### config.mk
export PLATFORM = sky130hd
export DESIGN_NAME = pv_cell_current_from_voltage
export DESIGN_NICKNAME = d
export VERILOG_FILES = /design/src/pvc_pkg.sv /design/src/pv_cell_current_from_voltage.sv /design/src/pvc_front.sv /design/src/pvc_div.sv /design/src/pvc_exp.sv /design/src/pvc_scale.sv
export VERILOG_INCLUDE_DIRS = /design/src /design/src/src
export SDC_FILE = /design/constraint.sdc
export NUM_CORES = 2
export LEC_CHECK = 0
export BUFFER_PORTS_ARGS = -buffer_cell sky130_fd_sc_hd__buf_2
export CORE_ASPECT_RATIO = 0.7
export CORE_MARGIN = 10
export CORE_UTILIZATION = 35
export CTS_CLUSTER_SIZE = 20
export DETAILED_ROUTE_END_ITERATION = 16
export GPL_TIMING_DRIVEN = 0
export HOLD_SLACK_MARGIN = 0.05
export SLEW_MARGIN = 10
export SYNTH_ARGS = -nofsm -noshare
export SYNTH_HDL_FRONTEND = slang
export SYNTH_HIERARCHICAL = 1
export SYNTH_SLANG_ARGS = --single-unit
### constraint.sdc
create_clock -name clk_i -period 13.57 [get_ports clk_i]
set_clock_uncertainty 0.05 [all_clocks]
set_input_delay 0.6785 -clock clk_i [delete_from_list [all_inputs] [get_ports clk_i]]
set_output_delay 0.6785 -clock clk_i [all_outputs]
set_load 0.02 [all_outputs]
### src/pv_cell_current_from_voltage_macros.svh
// Assertion macros shared by the solar cell current core.
`ifndef PV_CELL_CURRENT_FROM_VOLTAGE_MACROS_SVH
`define PV_CELL_CURRENT_FROM_VOLTAGE_MACROS_SVH

// Property that must hold at every clock edge outside reset.
`define PVC_ASSERT(lbl, prop, msg) \
  lbl: assert property (@(posedge clk_i) disable iff (!rst_ni) (prop)) else $error(msg);

// Implication checked on the same clock edge outside reset.
`define PVC_ASSERT_IMP(lbl, ante, cons, msg) \
  lbl: assert property (@(posedge clk_i) disable iff (!rst_ni) (ante) |-> (cons)) \
    else $error(msg);

`endif

### src/pvc_pkg.sv
// Shared types, constants and functions of the solar cell current core.
package pvc_pkg;

  // Field and register widths.
  localparam int VoltW   = 17;
  localparam int CfgW    = 16;
  localparam int CfgIdxW = 8;
  localparam int MW      = 17;
  localparam int ScaleW  = 27;
  localparam int DivdW   = MW + ScaleW;
  localparam int QW      = 21;
  localparam int TotW    = 31;
  localparam int PW      = 17;

  // Divider arrangement: one saturation stage, then DivBits quotient bits per stage.
  localparam int DivBits   = 3;
  localparam int DivStages = QW / DivBits;

  // Stages from input transfer to output register.
  localparam int Depth = 2 + 1 + DivStages + 2 + 1;

  // log2(e) / (16 k/q) scaled by 65536.
  localparam logic [ScaleW-1:0] LOG2_SCALE = 27'd68574357;
  localparam logic [CfgW-1:0]   FULL_SUN   = 16'h8000;

  // Register reset values.
  localparam logic [CfgW-1:0] VOC_RST  = 16'd24576;
  localparam logic [CfgW-1:0] ISC_RST  = 16'd12288;
  localparam logic [CfgW-1:0] TEMP_RST = 16'd19080;
  localparam logic [CfgW-1:0] EXP_RST  = 16'd32768;

  typedef enum logic [CfgIdxW-1:0] {
    CFG_VOC  = 8'd0,
    CFG_ISC  = 8'd1,
    CFG_TEMP = 8'd2,
    CFG_EXP  = 8'd3
  } cfg_idx_e;

  // Front end result: dividend and total exposure.
  typedef struct packed {
    logic [DivdW-1:0] dividend;
    logic [TotW-1:0]  total;
  } front_t;

  // Divider result: base-2 exponent magnitude, underflow flag and total exposure.
  typedef struct packed {
    logic [QW-1:0]   quo;
    logic            sat;
    logic [TotW-1:0] total;
  } div_t;

  // Difference of total exposure and the exponential term.
  typedef struct packed {
    logic [TotW-1:0] diff;
    logic            pos;
  } exp_t;

  typedef struct packed {
    logic [CfgW-1:0] rem;
    logic            qbit;
  } div_step_t;

  // One restoring division step.
  function automatic div_step_t div_step(input logic [CfgW-1:0] rem, input logic b,
                                         input logic [CfgW-1:0] den);
    logic [CfgW:0] acc;
    div_step_t     res;
    acc = {rem, b};
    if (acc >= {1'b0, den}) begin
      acc      = acc - {1'b0, den};
      res.qbit = 1'b1;
    end else begin
      res.qbit = 1'b0;
    end
    res.rem = acc[CfgW-1:0];
    return res;
  endfunction

  // 2^(-k/16) in Q16 for k = 0..16.
  function automatic logic [PW-1:0] pow2_tab(input logic [4:0] k);
    logic [PW-1:0] v;
    case (k)
      5'd0:    v = 17'd65536;
      5'd1:    v = 17'd62757;
      5'd2:    v = 17'd60097;
      5'd3:    v = 17'd57549;
      5'd4:    v = 17'd55109;
      5'd5:    v = 17'd52773;
      5'd6:    v = 17'd50535;
      5'd7:    v = 17'd48393;
      5'd8:    v = 17'd46341;
      5'd9:    v = 17'd44376;
      5'd10:   v = 17'd42495;
      5'd11:   v = 17'd40693;
      5'd12:   v = 17'd38968;
      5'd13:   v = 17'd37316;
      5'd14:   v = 17'd35734;
      5'd15:   v = 17'd34219;
      default: v = 17'd32768;
    endcase
    return v;
  endfunction

endpackage

### src/pv_cell_current_from_voltage.sv
// Each item passes the front end, divider, exponent and scale stages in order to the output register.
// Throughput: one item per clock while the output is not stalled; each stage fills its bubble, so stalls lose no slot.
// The exponent division runs as a 7-stage restoring divider, 3 quotient bits a stage.
// Reset clears all valid bits and loads the four registers with their default values.
// Top level of the solar cell current core.
`include "pv_cell_current_from_voltage_macros.svh"

module pv_cell_current_from_voltage (
  input  logic                                clk_i,
  input  logic                                rst_ni,
  input  logic                                in_valid_i,
  output logic                                in_stall_o,
  input  logic signed [pvc_pkg::VoltW-1:0]    terminal_voltage_i,
  input  logic signed [pvc_pkg::VoltW-1:0]    item_exposure_i,
  output logic                                out_valid_o,
  input  logic                                out_stall_i,
  output logic        [pvc_pkg::CfgW-1:0]     cell_current_o,
  input  logic                                cfg_we_i,
  input  logic        [pvc_pkg::CfgIdxW-1:0]  cfg_index_i,
  input  logic        [pvc_pkg::CfgW-1:0]     cfg_value_i
);

  localparam int CntW = $clog2(pvc_pkg::Depth + 1);

  logic [pvc_pkg::CfgW-1:0] voc_q, isc_q, temp_q, cexp_q, temp_safe;
  logic                     f_valid, f_ready, d_valid, d_ready, e_valid, e_ready, in_ready;
  pvc_pkg::front_t          f_data;
  pvc_pkg::div_t            d_data;
  pvc_pkg::exp_t            e_data;
  logic [CntW-1:0]          inflight_q;
  logic                     in_xfer, out_xfer;

  // Configuration registers; writes to unknown indexes are dropped.
  always_ff @(posedge clk_i or negedge rst_ni) begin
    if (!rst_ni) begin
      voc_q  <= pvc_pkg::VOC_RST;
      isc_q  <= pvc_pkg::ISC_RST;
      temp_q <= pvc_pkg::TEMP_RST;
      cexp_q <= pvc_pkg::EXP_RST;
    end else if (cfg_we_i) begin
      case (cfg_index_i)
        pvc_pkg::CFG_VOC:  voc_q  <= cfg_value_i;
        pvc_pkg::CFG_ISC:  isc_q  <= cfg_value_i;
        pvc_pkg::CFG_TEMP: temp_q <= cfg_value_i;
        pvc_pkg::CFG_EXP:  cexp_q <= cfg_value_i;
        default: ;
      endcase
    end
  end

  // A zero temperature acts as the smallest step.
  assign temp_safe  = (temp_q == '0) ? 16'd1 : temp_q;
  assign in_stall_o = !in_ready;

  pvc_front u_front (
    .clk_i   (clk_i),
    .rst_ni  (rst_ni),
    .valid_i (in_valid_i),
    .ready_o (in_ready),
    .volt_i  (terminal_voltage_i),
    .expo_i  (item_exposure_i),
    .voc_i   (voc_q),
    .cexp_i  (cexp_q),
    .valid_o (f_valid),
    .ready_i (f_ready),
    .data_o  (f_data)
  );

  pvc_div u_div (
    .clk_i   (clk_i),
    .rst_ni  (rst_ni),
    .valid_i (f_valid),
    .ready_o (f_ready),
    .data_i  (f_data),
    .temp_i  (temp_safe),
    .valid_o (d_valid),
    .ready_i (d_ready),
    .data_o  (d_data)
  );

  pvc_exp u_exp (
    .clk_i   (clk_i),
    .rst_ni  (rst_ni),
    .valid_i (d_valid),
    .ready_o (d_ready),
    .data_i  (d_data),
    .valid_o (e_valid),
    .ready_i (e_ready),
    .data_o  (e_data)
  );

  pvc_scale u_scale (
    .clk_i   (clk_i),
    .rst_ni  (rst_ni),
    .valid_i (e_valid),
    .ready_o (e_ready),
    .data_i  (e_data),
    .isc_i   (isc_q),
    .valid_o (out_valid_o),
    .stall_i (out_stall_i),
    .cur_o   (cell_current_o)
  );

  // Count of items between input and output transfer.
  assign in_xfer  = in_valid_i && !in_stall_o;
  assign out_xfer = out_valid_o && !out_stall_i;

  always_ff @(posedge clk_i or negedge rst_ni) begin
    if (!rst_ni) begin
      inflight_q <= '0;
    end else if (in_xfer && !out_xfer) begin
      inflight_q <= inflight_q + CntW'(1);
    end else if (out_xfer && !in_xfer) begin
      inflight_q <= inflight_q - CntW'(1);
    end
  end

  // Checks on pipeline occupancy and back pressure.
  `PVC_ASSERT_IMP(a_stall_only_full, in_stall_o, out_valid_o && out_stall_i, "input stalled while output free")
  `PVC_ASSERT_IMP(a_out_has_item, out_valid_o, inflight_q != '0, "result without an item in flight")
  `PVC_ASSERT(a_depth_bound, inflight_q <= CntW'(pvc_pkg::Depth), "more items in flight than stages")

endmodule

### src/pvc_front.sv
// Input clamping, total exposure and dividend multiplication (two stages).
module pvc_front (
  input  logic                              clk_i,
  input  logic                              rst_ni,
  input  logic                              valid_i,
  output logic                              ready_o,
  input  logic signed [pvc_pkg::VoltW-1:0]  volt_i,
  input  logic signed [pvc_pkg::VoltW-1:0]  expo_i,
  input  logic        [pvc_pkg::CfgW-1:0]   voc_i,
  input  logic        [pvc_pkg::CfgW-1:0]   cexp_i,
  output logic                              valid_o,
  input  logic                              ready_i,
  output pvc_pkg::front_t                   data_o
);

  logic                          va_q, vb_q, en_a, en_b;
  logic [pvc_pkg::MW-1:0]        m_d, m_q;
  logic [pvc_pkg::TotW-1:0]      tot_d, tot_q;
  logic [pvc_pkg::CfgW-1:0]      ie, ce;
  logic [2*pvc_pkg::CfgW-1:0]    tprod;
  logic signed [pvc_pkg::VoltW:0] voc_s, v_s, mdiff;
  pvc_pkg::front_t               out_d, out_q;

  // A stage takes a new transfer when it is empty or its successor moves.
  assign en_b    = !vb_q || ready_i;
  assign en_a    = !va_q || en_b;
  assign ready_o = en_a;

  // Voltage margin below open circuit and clamped exposure product.
  always_comb begin
    voc_s = signed'({2'b00, voc_i});
    v_s   = {volt_i[pvc_pkg::VoltW-1], volt_i};
    mdiff = voc_s - v_s;
    m_d   = (v_s > voc_s) ? '0 : mdiff[pvc_pkg::MW-1:0];
    if (expo_i[pvc_pkg::VoltW-1]) begin
      ie = '0;
    end else if (expo_i > signed'({1'b0, pvc_pkg::FULL_SUN})) begin
      ie = pvc_pkg::FULL_SUN;
    end else begin
      ie = expo_i[pvc_pkg::CfgW-1:0];
    end
    ce    = (cexp_i > pvc_pkg::FULL_SUN) ? pvc_pkg::FULL_SUN : cexp_i;
    tprod = ce * ie;
    tot_d = tprod[pvc_pkg::TotW-1:0];
  end

  // Dividend of the exponent division.
  always_comb begin
    out_d.dividend = {{pvc_pkg::ScaleW{1'b0}}, m_q} *
                     {{pvc_pkg::MW{1'b0}}, pvc_pkg::LOG2_SCALE};
    out_d.total    = tot_q;
  end

  always_ff @(posedge clk_i or negedge rst_ni) begin
    if (!rst_ni) begin
      va_q <= 1'b0;
      vb_q <= 1'b0;
    end else begin
      if (en_a) va_q <= valid_i;
      if (en_b) vb_q <= va_q;
    end
  end

  always_ff @(posedge clk_i) begin
    if (en_a && valid_i) begin
      m_q   <= m_d;
      tot_q <= tot_d;
    end
    if (en_b && va_q) out_q <= out_d;
  end

  assign valid_o = vb_q;
  assign data_o  = out_q;

endmodule

### src/pvc_div.sv
// Pipelined restoring divider giving the exponent magnitude in Q16.
module pvc_div (
  input  logic                            clk_i,
  input  logic                            rst_ni,
  input  logic                            valid_i,
  output logic                            ready_o,
  input  pvc_pkg::front_t                 data_i,
  input  logic [pvc_pkg::CfgW-1:0]        temp_i,
  output logic                            valid_o,
  input  logic                            ready_i,
  output pvc_pkg::div_t                   data_o
);

  localparam int NStg = pvc_pkg::DivStages + 1;
  localparam int QW   = pvc_pkg::QW;

  logic [NStg-1:0]             v_q;
  logic [NStg:0]               en;
  logic [pvc_pkg::CfgW-1:0]    rem_q [NStg];
  logic [QW-1:0]               lo_q  [NStg];
  logic [QW-1:0]               q_q   [NStg];
  logic                        sat_q [NStg];
  logic [pvc_pkg::TotW-1:0]    tot_q [NStg];
  logic                        sat_d;

  assign en[NStg] = ready_i;
  assign ready_o  = en[0];

  // Quotient at or above 32 in the integer part means the exponential underflows.
  assign sat_d = data_i.dividend >=
                 {{(pvc_pkg::DivdW-pvc_pkg::CfgW-QW){1'b0}}, temp_i, {QW{1'b0}}};

  // Saturation check stage; the remainder starts as the dividend's upper part.
  assign en[0] = !v_q[0] || en[1];
  always_ff @(posedge clk_i or negedge rst_ni) begin
    if (!rst_ni) begin
      v_q[0] <= 1'b0;
    end else if (en[0]) begin
      v_q[0] <= valid_i;
    end
  end
  always_ff @(posedge clk_i) begin
    if (en[0] && valid_i) begin
      rem_q[0] <= data_i.dividend[QW +: pvc_pkg::CfgW];
      lo_q[0]  <= data_i.dividend[QW-1:0];
      q_q[0]   <= '0;
      sat_q[0] <= sat_d;
      tot_q[0] <= data_i.total;
    end
  end

  // Division stages, DivBits quotient bits each.
  for (genvar s = 1; s < NStg; s++) begin : g_stage
    logic [pvc_pkg::CfgW-1:0] rs [pvc_pkg::DivBits+1];
    logic [QW-1:0]            ls [pvc_pkg::DivBits+1];
    logic [QW-1:0]            qs [pvc_pkg::DivBits+1];

    assign rs[0] = rem_q[s-1];
    assign ls[0] = lo_q[s-1];
    assign qs[0] = q_q[s-1];

    for (genvar j = 0; j < pvc_pkg::DivBits; j++) begin : g_bit
      pvc_pkg::div_step_t st;
      assign st        = pvc_pkg::div_step(rs[j], ls[j][QW-1], temp_i);
      assign rs[j+1]   = st.rem;
      assign ls[j+1]   = {ls[j][QW-2:0], 1'b0};
      assign qs[j+1]   = {qs[j][QW-2:0], st.qbit};
    end

    assign en[s] = !v_q[s] || en[s+1];

    always_ff @(posedge clk_i or negedge rst_ni) begin
      if (!rst_ni) begin
        v_q[s] <= 1'b0;
      end else if (en[s]) begin
        v_q[s] <= v_q[s-1];
      end
    end

    always_ff @(posedge clk_i) begin
      if (en[s] && v_q[s-1]) begin
        rem_q[s] <= rs[pvc_pkg::DivBits];
        lo_q[s]  <= ls[pvc_pkg::DivBits];
        q_q[s]   <= qs[pvc_pkg::DivBits];
        sat_q[s] <= sat_q[s-1];
        tot_q[s] <= tot_q[s-1];
      end
    end
  end

  assign valid_o      = v_q[NStg-1];
  assign data_o.quo   = q_q[NStg-1];
  assign data_o.sat   = sat_q[NStg-1];
  assign data_o.total = tot_q[NStg-1];

endmodule

### src/pvc_exp.sv
// Table interpolation of 2^-z and subtraction from the total exposure (two stages).
module pvc_exp (
  input  logic            clk_i,
  input  logic            rst_ni,
  input  logic            valid_i,
  output logic            ready_o,
  input  pvc_pkg::div_t   data_i,
  output logic            valid_o,
  input  logic            ready_i,
  output pvc_pkg::exp_t   data_o
);

  logic                         va_q, vb_q, en_a, en_b;
  logic [3:0]                   idx;
  logic [11:0]                  frac;
  logic [pvc_pkg::PW-1:0]       hi, lo, dlt, p_d, p_q;
  logic [29:0]                  iprod;
  logic [4:0]                   n_q;
  logic                         sat_q;
  logic [pvc_pkg::TotW-1:0]     tot_q, e30;
  pvc_pkg::exp_t                out_d, out_q;

  assign en_b    = !vb_q || ready_i;
  assign en_a    = !va_q || en_b;
  assign ready_o = en_a;

  // Linear interpolation between neighboring table entries.
  always_comb begin
    idx   = data_i.quo[15:12];
    frac  = data_i.quo[11:0];
    hi    = pvc_pkg::pow2_tab({1'b0, idx});
    lo    = pvc_pkg::pow2_tab({1'b0, idx} + 5'd1);
    dlt   = hi - lo;
    iprod = 30'(dlt) * 30'(frac) + 30'd2048;
    p_d   = hi - iprod[pvc_pkg::PW+11:12];
  end

  // Integer part shifts the fraction; compare against the total exposure.
  always_comb begin
    e30        = sat_q ? '0 : ({p_q, 14'b0} >> n_q);
    out_d.pos  = tot_q > e30;
    out_d.diff = tot_q - e30;
  end

  always_ff @(posedge clk_i or negedge rst_ni) begin
    if (!rst_ni) begin
      va_q <= 1'b0;
      vb_q <= 1'b0;
    end else begin
      if (en_a) va_q <= valid_i;
      if (en_b) vb_q <= va_q;
    end
  end

  always_ff @(posedge clk_i) begin
    if (en_a && valid_i) begin
      p_q   <= p_d;
      n_q   <= data_i.quo[20:16];
      sat_q <= data_i.sat;
      tot_q <= data_i.total;
    end
    if (en_b && va_q) out_q <= out_d;
  end

  assign valid_o = vb_q;
  assign data_o  = out_q;

endmodule

### src/pvc_scale.sv
// Scaling by the short circuit current, clamping and output register.
module pvc_scale (
  input  logic                         clk_i,
  input  logic                         rst_ni,
  input  logic                         valid_i,
  output logic                         ready_o,
  input  pvc_pkg::exp_t                data_i,
  input  logic [pvc_pkg::CfgW-1:0]     isc_i,
  output logic                         valid_o,
  input  logic                         stall_i,
  output logic [pvc_pkg::CfgW-1:0]     cur_o
);

  logic                        v_q, en;
  logic [47:0]                 prod;
  logic [pvc_pkg::CfgW:0]      c17;
  logic [pvc_pkg::CfgW-1:0]    cur_d, cur_q;

  assign en      = !v_q || !stall_i;
  assign ready_o = en;

  // Rounded product in amperes, limited to the short circuit current.
  always_comb begin
    prod = 48'(isc_i) * 48'(data_i.diff) + 48'h2000_0000;
    c17  = prod[46:30];
    if (!data_i.pos) begin
      cur_d = '0;
    end else if (c17 > {1'b0, isc_i}) begin
      cur_d = isc_i;
    end else begin
      cur_d = c17[pvc_pkg::CfgW-1:0];
    end
  end

  always_ff @(posedge clk_i or negedge rst_ni) begin
    if (!rst_ni) begin
      v_q <= 1'b0;
    end else if (en) begin
      v_q <= valid_i;
    end
  end

  always_ff @(posedge clk_i) begin
    if (en && valid_i) cur_q <= cur_d;
  end

  assign valid_o = v_q;
  assign cur_o   = cur_q;

endmodule

==> summary.md <==
| Metric | Value |
|---|---|
| Outcome | finished, final reports clean |
| Antenna-violating nets left | 0 |
| Largest net degree at the start of global routing | 61 |
| Initial antenna violation count | 9 |
| Setup total negative slack | 0 ns |
| Number of instances in the synthesized netlist | 8921 |
| Clock Pin Slew Worst Setup and Hold Paths | 0.06 ns |
| Ratio of routed vias to standard cells | approximately 5.3 |
| Class of the worst hold path | in -> reg |
| Number of ports placed on the die boundary | 81 |
| Detailed Place HPWL | 210 mm |
| Initial DRC Count | 5646 |
| Total core area | approximately 260000 sq um |
| Max-slew violations | 0 |
| Synthesized cell area | 89800 sq um |
| Die Footprint | around 280000 sq um |
| Mean area per synthesized cell | approximately 10 sq um |
| Vias in the first global route | 66600 |
| Max Clk Rate | 82.7 MHz |
| Cell with the largest stage delay on the worst path | sky130_fd_sc_hd__fa_1 |
| Critical Path Start Type | flip-flop |
| Number of hold violations in the final report | 0 |
| Most common cell type on the critical path | sky130_fd_sc_hd__fa_1 |
| CP Class | reg -> reg |
| Length of routed met2 wiring | about 100 mm |
| Wire length per cell after detailed routing | 20.5 um |
| Wire length of the first global-routing pass | ~400 mm |
| Maximum buffer depth of the clock tree | 3 |
| Post-Syn Nets | approximately 11000 |
| Post-CTS repair timing setup buffer count | 0 |
| Gates resized, CTS repair | 0 |
| Number of warnings issued by yosys | 6 |
| Critical path fanouts, max | 10 |
| Post-synthesis to final-layout area growth | 9.30% |
| Required time at the worst-slack endpoint | about 14 ns |
| Final period util | roughly nine tenths |
| Routability cong. | 0.938 |
| Residual DRC | 0 |
| Overflow left after global routing | 0 |
| Total Nets Final | around 11000 |
| Height of the die | between 400 and 500 um |
| Transition time at the pin with the least slew margin | 1.10 ns |
| Quantity of I/O buffers inserted on ports | 80 |
| Router iterations before antenna repair | 9 |
| Clock net sink count | between 800 and 900 |
| Number of buffers added by the clock tree synthesis step | 88 |
| Die Wd | 626 um |
| Async set-reset flop share out of synthesis | 9.19% |
| Ratio of cells with drive above 1 in the final layout | under 10% |
| Routed via count | 66500 |
| Clock H-tree levels | 3 |
| Number of maximum-capacitance constraint violations | 0 |
| Clock Latency Late Sink | approximately 0.74 ns |
| Arrival time of data at the critical path endpoint | around 13 ns |
| Clock tree root buffer cell | sky130_fd_sc_hd__clkbuf_16 |
| Combined global-route utilization of all metal layers | ~18% |
| Number of enable flip-flop cells after synthesis | around 760 |
| Count of cell types in the netlist | between 100 and 150 |
| # rows | between 150 and 200 |
| Flip-flop and latch count after synthesis | ~840 |
| Post-Route M1 WL | 125 mm |
| Final setup violation count | 0 |
| Delay of the slowest cell on the worst path | approximately 0.6 ns |
| Effective utilization at floorplan | 35.2% |
| Shortest clock period the worst path allows after layout | approximately 12 ns |
| Max_slew headroom | about a quarter |
| Ys flop type | sky130_fd_sc_hd__edfxtp_1 |
| Met3 wirelength from detailed routing | between 20 and 25 mm |
| Register area share after synthesis | 27.6% |
| Hold_buf cts | 1 |
| Logic depth of the worst register-to-register path | 41 |
| Total wirelength of the detailed-routed design | roughly 260 mm |
| Uppermost layer routed | met5 |
| Unrepaired setup endpoints after global routing | no |
| Element type at the critical path end | flip-flop |
| Clock tree from TritonCTS | done |
| Hold Path Stages | 2 |
[stage by stage]
stage | util, % | hold WS (ns) | setup WS (ns) | cell area (sq um) | instances
6_report | 38.5 | 0.192 | 1.48 | 98200 | 12600
5_1_grt | 38.5 | 0.160 | 0.777 | 98200 | 12600
4_1_cts | 38.5 | 0.159 | 1.57 | 98200 | 12600
3_5_place_dp | 37.3 | 0.355 | 1.62 | 95200 | 12400
3_3_place_gp | 37.0 | 0.351 | 0.979 | 94500 | 12400
2_1_floorplan | - | 0.333 | 3.48 | 89800 | 8921
[per-layer routing]
metal,up-vias,GRT usage [%]
met2,2394,25.7
met1,33200,27.9
met3,331,3.47
met4,6,4.66
li1,30600,-
met5,-,0
[state kept, by name (all words and copies together), names as in the netlist, 5 cells and up]
register        cells
u_front/data_o     75
u_exp/data_o       32
voc_q              16
u_exp/tot_q        31
temp_q             16
u_scale/cur_o      16
u_div/v_q           7
u_front/m_q        17
u_div/tot_q       248
u_exp/p_q          17
u_div/q_q          84
u_exp/n_q           5
u_div/lo_q         84
cexp_q             16
isc_q              16
u_div/sat_q         8
u_div/rem_q       112
u_front/tot_q      31
[cell families (layout without fill, tap and decap cells)]
family | after synthesis | after routing | synth area share (%)
AO/OA/AOI/OAI | 1440 | 1440 | 10.7
flip-flops | 838 | 838 | 27.6
multiplexers | 366 | 366 | 4.66
adder cells (fa/ha/maj) | 1847 | 1847 | 33.2
XOR/XNOR | 375 | 375 | 3.67
buffers and inverters | 1677 | 1950 | 7.33
AND/OR/NAND/NOR | 2378 | 2378 | 12.8
other | 0 | 5 | 0
[cells in the final DEF (no fill, tap or decap), types with 72 or more instances in the layout]
cell type / Yosys / layout
sky130_fd_sc_hd__buf_2: 28 / 107
sky130_fd_sc_hd__nor2b_1: 93 / 91
sky130_fd_sc_hd__clkbuf_1: 223 / 235
sky130_fd_sc_hd__nand2_1: 865 / 865
sky130_fd_sc_hd__ha_1: 952 / 952
sky130_fd_sc_hd__nor3_1: 100 / 100
sky130_fd_sc_hd__xor2_1: 96 / 96
sky130_fd_sc_hd__a21oi_1: 390 / 390
sky130_fd_sc_hd__fa_1: 895 / 895
sky130_fd_sc_hd__mux2_2: 278 / 278
sky130_fd_sc_hd__nand2b_1: 80 / 80
sky130_fd_sc_hd__inv_1: 1357 / 1342
sky130_fd_sc_hd__o21a_1: 81 / 81
sky130_fd_sc_hd__o21ai_0: 272 / 271
sky130_fd_sc_hd__and2_1: 337 / 328
sky130_fd_sc_hd__edfxtp_1: 761 / 761
sky130_fd_sc_hd__a21o_1: 160 / 160
sky130_fd_sc_hd__clkbuf_16: 0 / 88
sky130_fd_sc_hd__nand3_1: 117 / 117
sky130_fd_sc_hd__xnor2_1: 277 / 277
sky130_fd_sc_hd__nor2_1: 470 / 470
sky130_fd_sc_hd__nand4_1: 72 / 72
[cell type report]
type                            instances  area, sq um
Clock buffer                          106         2320
Clock inverter                         57          658
Buffer                                314         1470
Sequential cell                       838        24800
Multi-Input combinational cell       6406        58500
Timing Repair Buffer                  110         1080
Inverter                             1363         5120
Antenna cell                            5         12.5
Fill cell                           25100       157000
Tap cell                             3375         4220
[worst max-delay path: cells and delay by family, from the launching register on]
kind / cells / cell delay [ns]
buffers and inverters: 8 / 1.93
adders and majority gates: 9 / 3.99
and+or+nand+nor: 13 / 2.65
DFF: 1 / 0.52
AOI/OAI and AO/OA: 8 / 1.91
xor gates and xnor gates: 2 / 0.56
muxes: 1 / 0.31
[path summary, 6_finish.rpt]
| path | to | startpoint | slack, ns |
|---|---|---|---|
| min in group asynchronous | u_exp/va_q | rst_ni | 0.33 |
| worst min-delay path | u_front/va_q | in_valid_i | 0.19 |
| worst min register to register | u_div/tot_q[0][10] | u_front/data_o[10] | 0.31 |
| max in group asynchronous | temp_q[11] | rst_ni | 12.45 |
| worst max register to register | u_exp/p_q[15] | u_div/q_q[1][75] | 1.48 |
| worst max-delay path | u_exp/p_q[15] | u_div/q_q[1][75] | 1.48 |
[cell usage after synthesis, types with 15 or more instances]
| cell | number | area share, % |
|---|---|---|
| sky130_fd_sc_hd__and2_1 | 337 | 2.3 |
| sky130_fd_sc_hd__o21bai_1 | 42 | 0.35 |
| sky130_fd_sc_hd__nand4_1 | 72 | 0.50 |
| sky130_fd_sc_hd__clkbuf_1 | 223 | 0.93 |
| sky130_fd_sc_hd__a21o_1 | 160 | 1.3 |
| sky130_fd_sc_hd__o311ai_0 | 15 | 0.15 |
| sky130_fd_sc_hd__a21boi_0 | 23 | 0.19 |
| sky130_fd_sc_hd__o211ai_1 | 31 | 0.26 |
| sky130_fd_sc_hd__and3_1 | 57 | 0.40 |
| sky130_fd_sc_hd__o2111ai_1 | 20 | 0.20 |
| sky130_fd_sc_hd__o21ai_0 | 272 | 1.5 |
| sky130_fd_sc_hd__o22ai_1 | 16 | 0.11 |
| sky130_fd_sc_hd__edfxtp_1 | 761 | 25 |
| sky130_fd_sc_hd__or2_2 | 31 | 0.22 |
| sky130_fd_sc_hd__o21a_1 | 81 | 0.68 |
| sky130_fd_sc_hd__dfrtp_1 | 67 | 1.9 |
| sky130_fd_sc_hd__a21oi_1 | 390 | 2.2 |
| sky130_fd_sc_hd__a211o_1 | 22 | 0.21 |
| sky130_fd_sc_hd__o41ai_1 | 15 | 0.15 |
| sky130_fd_sc_hd__ha_1 | 952 | 13 |
| sky130_fd_sc_hd__mux2_2 | 278 | 3.5 |
| sky130_fd_sc_hd__nand2b_1 | 80 | 0.56 |
| sky130_fd_sc_hd__xnor2_1 | 277 | 2.7 |
| sky130_fd_sc_hd__a211oi_1 | 70 | 0.59 |
| sky130_fd_sc_hd__xor2_1 | 96 | 0.94 |
| sky130_fd_sc_hd__mux2_4 | 18 | 0.30 |
| sky130_fd_sc_hd__nand3_1 | 117 | 0.65 |
| sky130_fd_sc_hd__nand2_1 | 865 | 3.6 |
| sky130_fd_sc_hd__nor2b_1 | 93 | 0.65 |
| sky130_fd_sc_hd__buf_4 | 36 | 0.30 |
| sky130_fd_sc_hd__nand3b_1 | 19 | 0.16 |
| sky130_fd_sc_hd__nor4_1 | 44 | 0.31 |
| sky130_fd_sc_hd__buf_2 | 28 | 0.16 |
| sky130_fd_sc_hd__nor2_1 | 470 | 2.0 |
| sky130_fd_sc_hd__or3_1 | 31 | 0.22 |
| sky130_fd_sc_hd__o31ai_1 | 45 | 0.38 |
| sky130_fd_sc_hd__fa_1 | 895 | 20 |
| sky130_fd_sc_hd__mux2i_1 | 59 | 0.66 |
| sky130_fd_sc_hd__inv_1 | 1357 | 5.7 |
| sky130_fd_sc_hd__a31oi_1 | 53 | 0.37 |
| sky130_fd_sc_hd__nor3_1 | 100 | 0.56 |
Power is not shown: default switching activity piles up to over one toggle a cycle in this logic, so the estimate is an artifact.
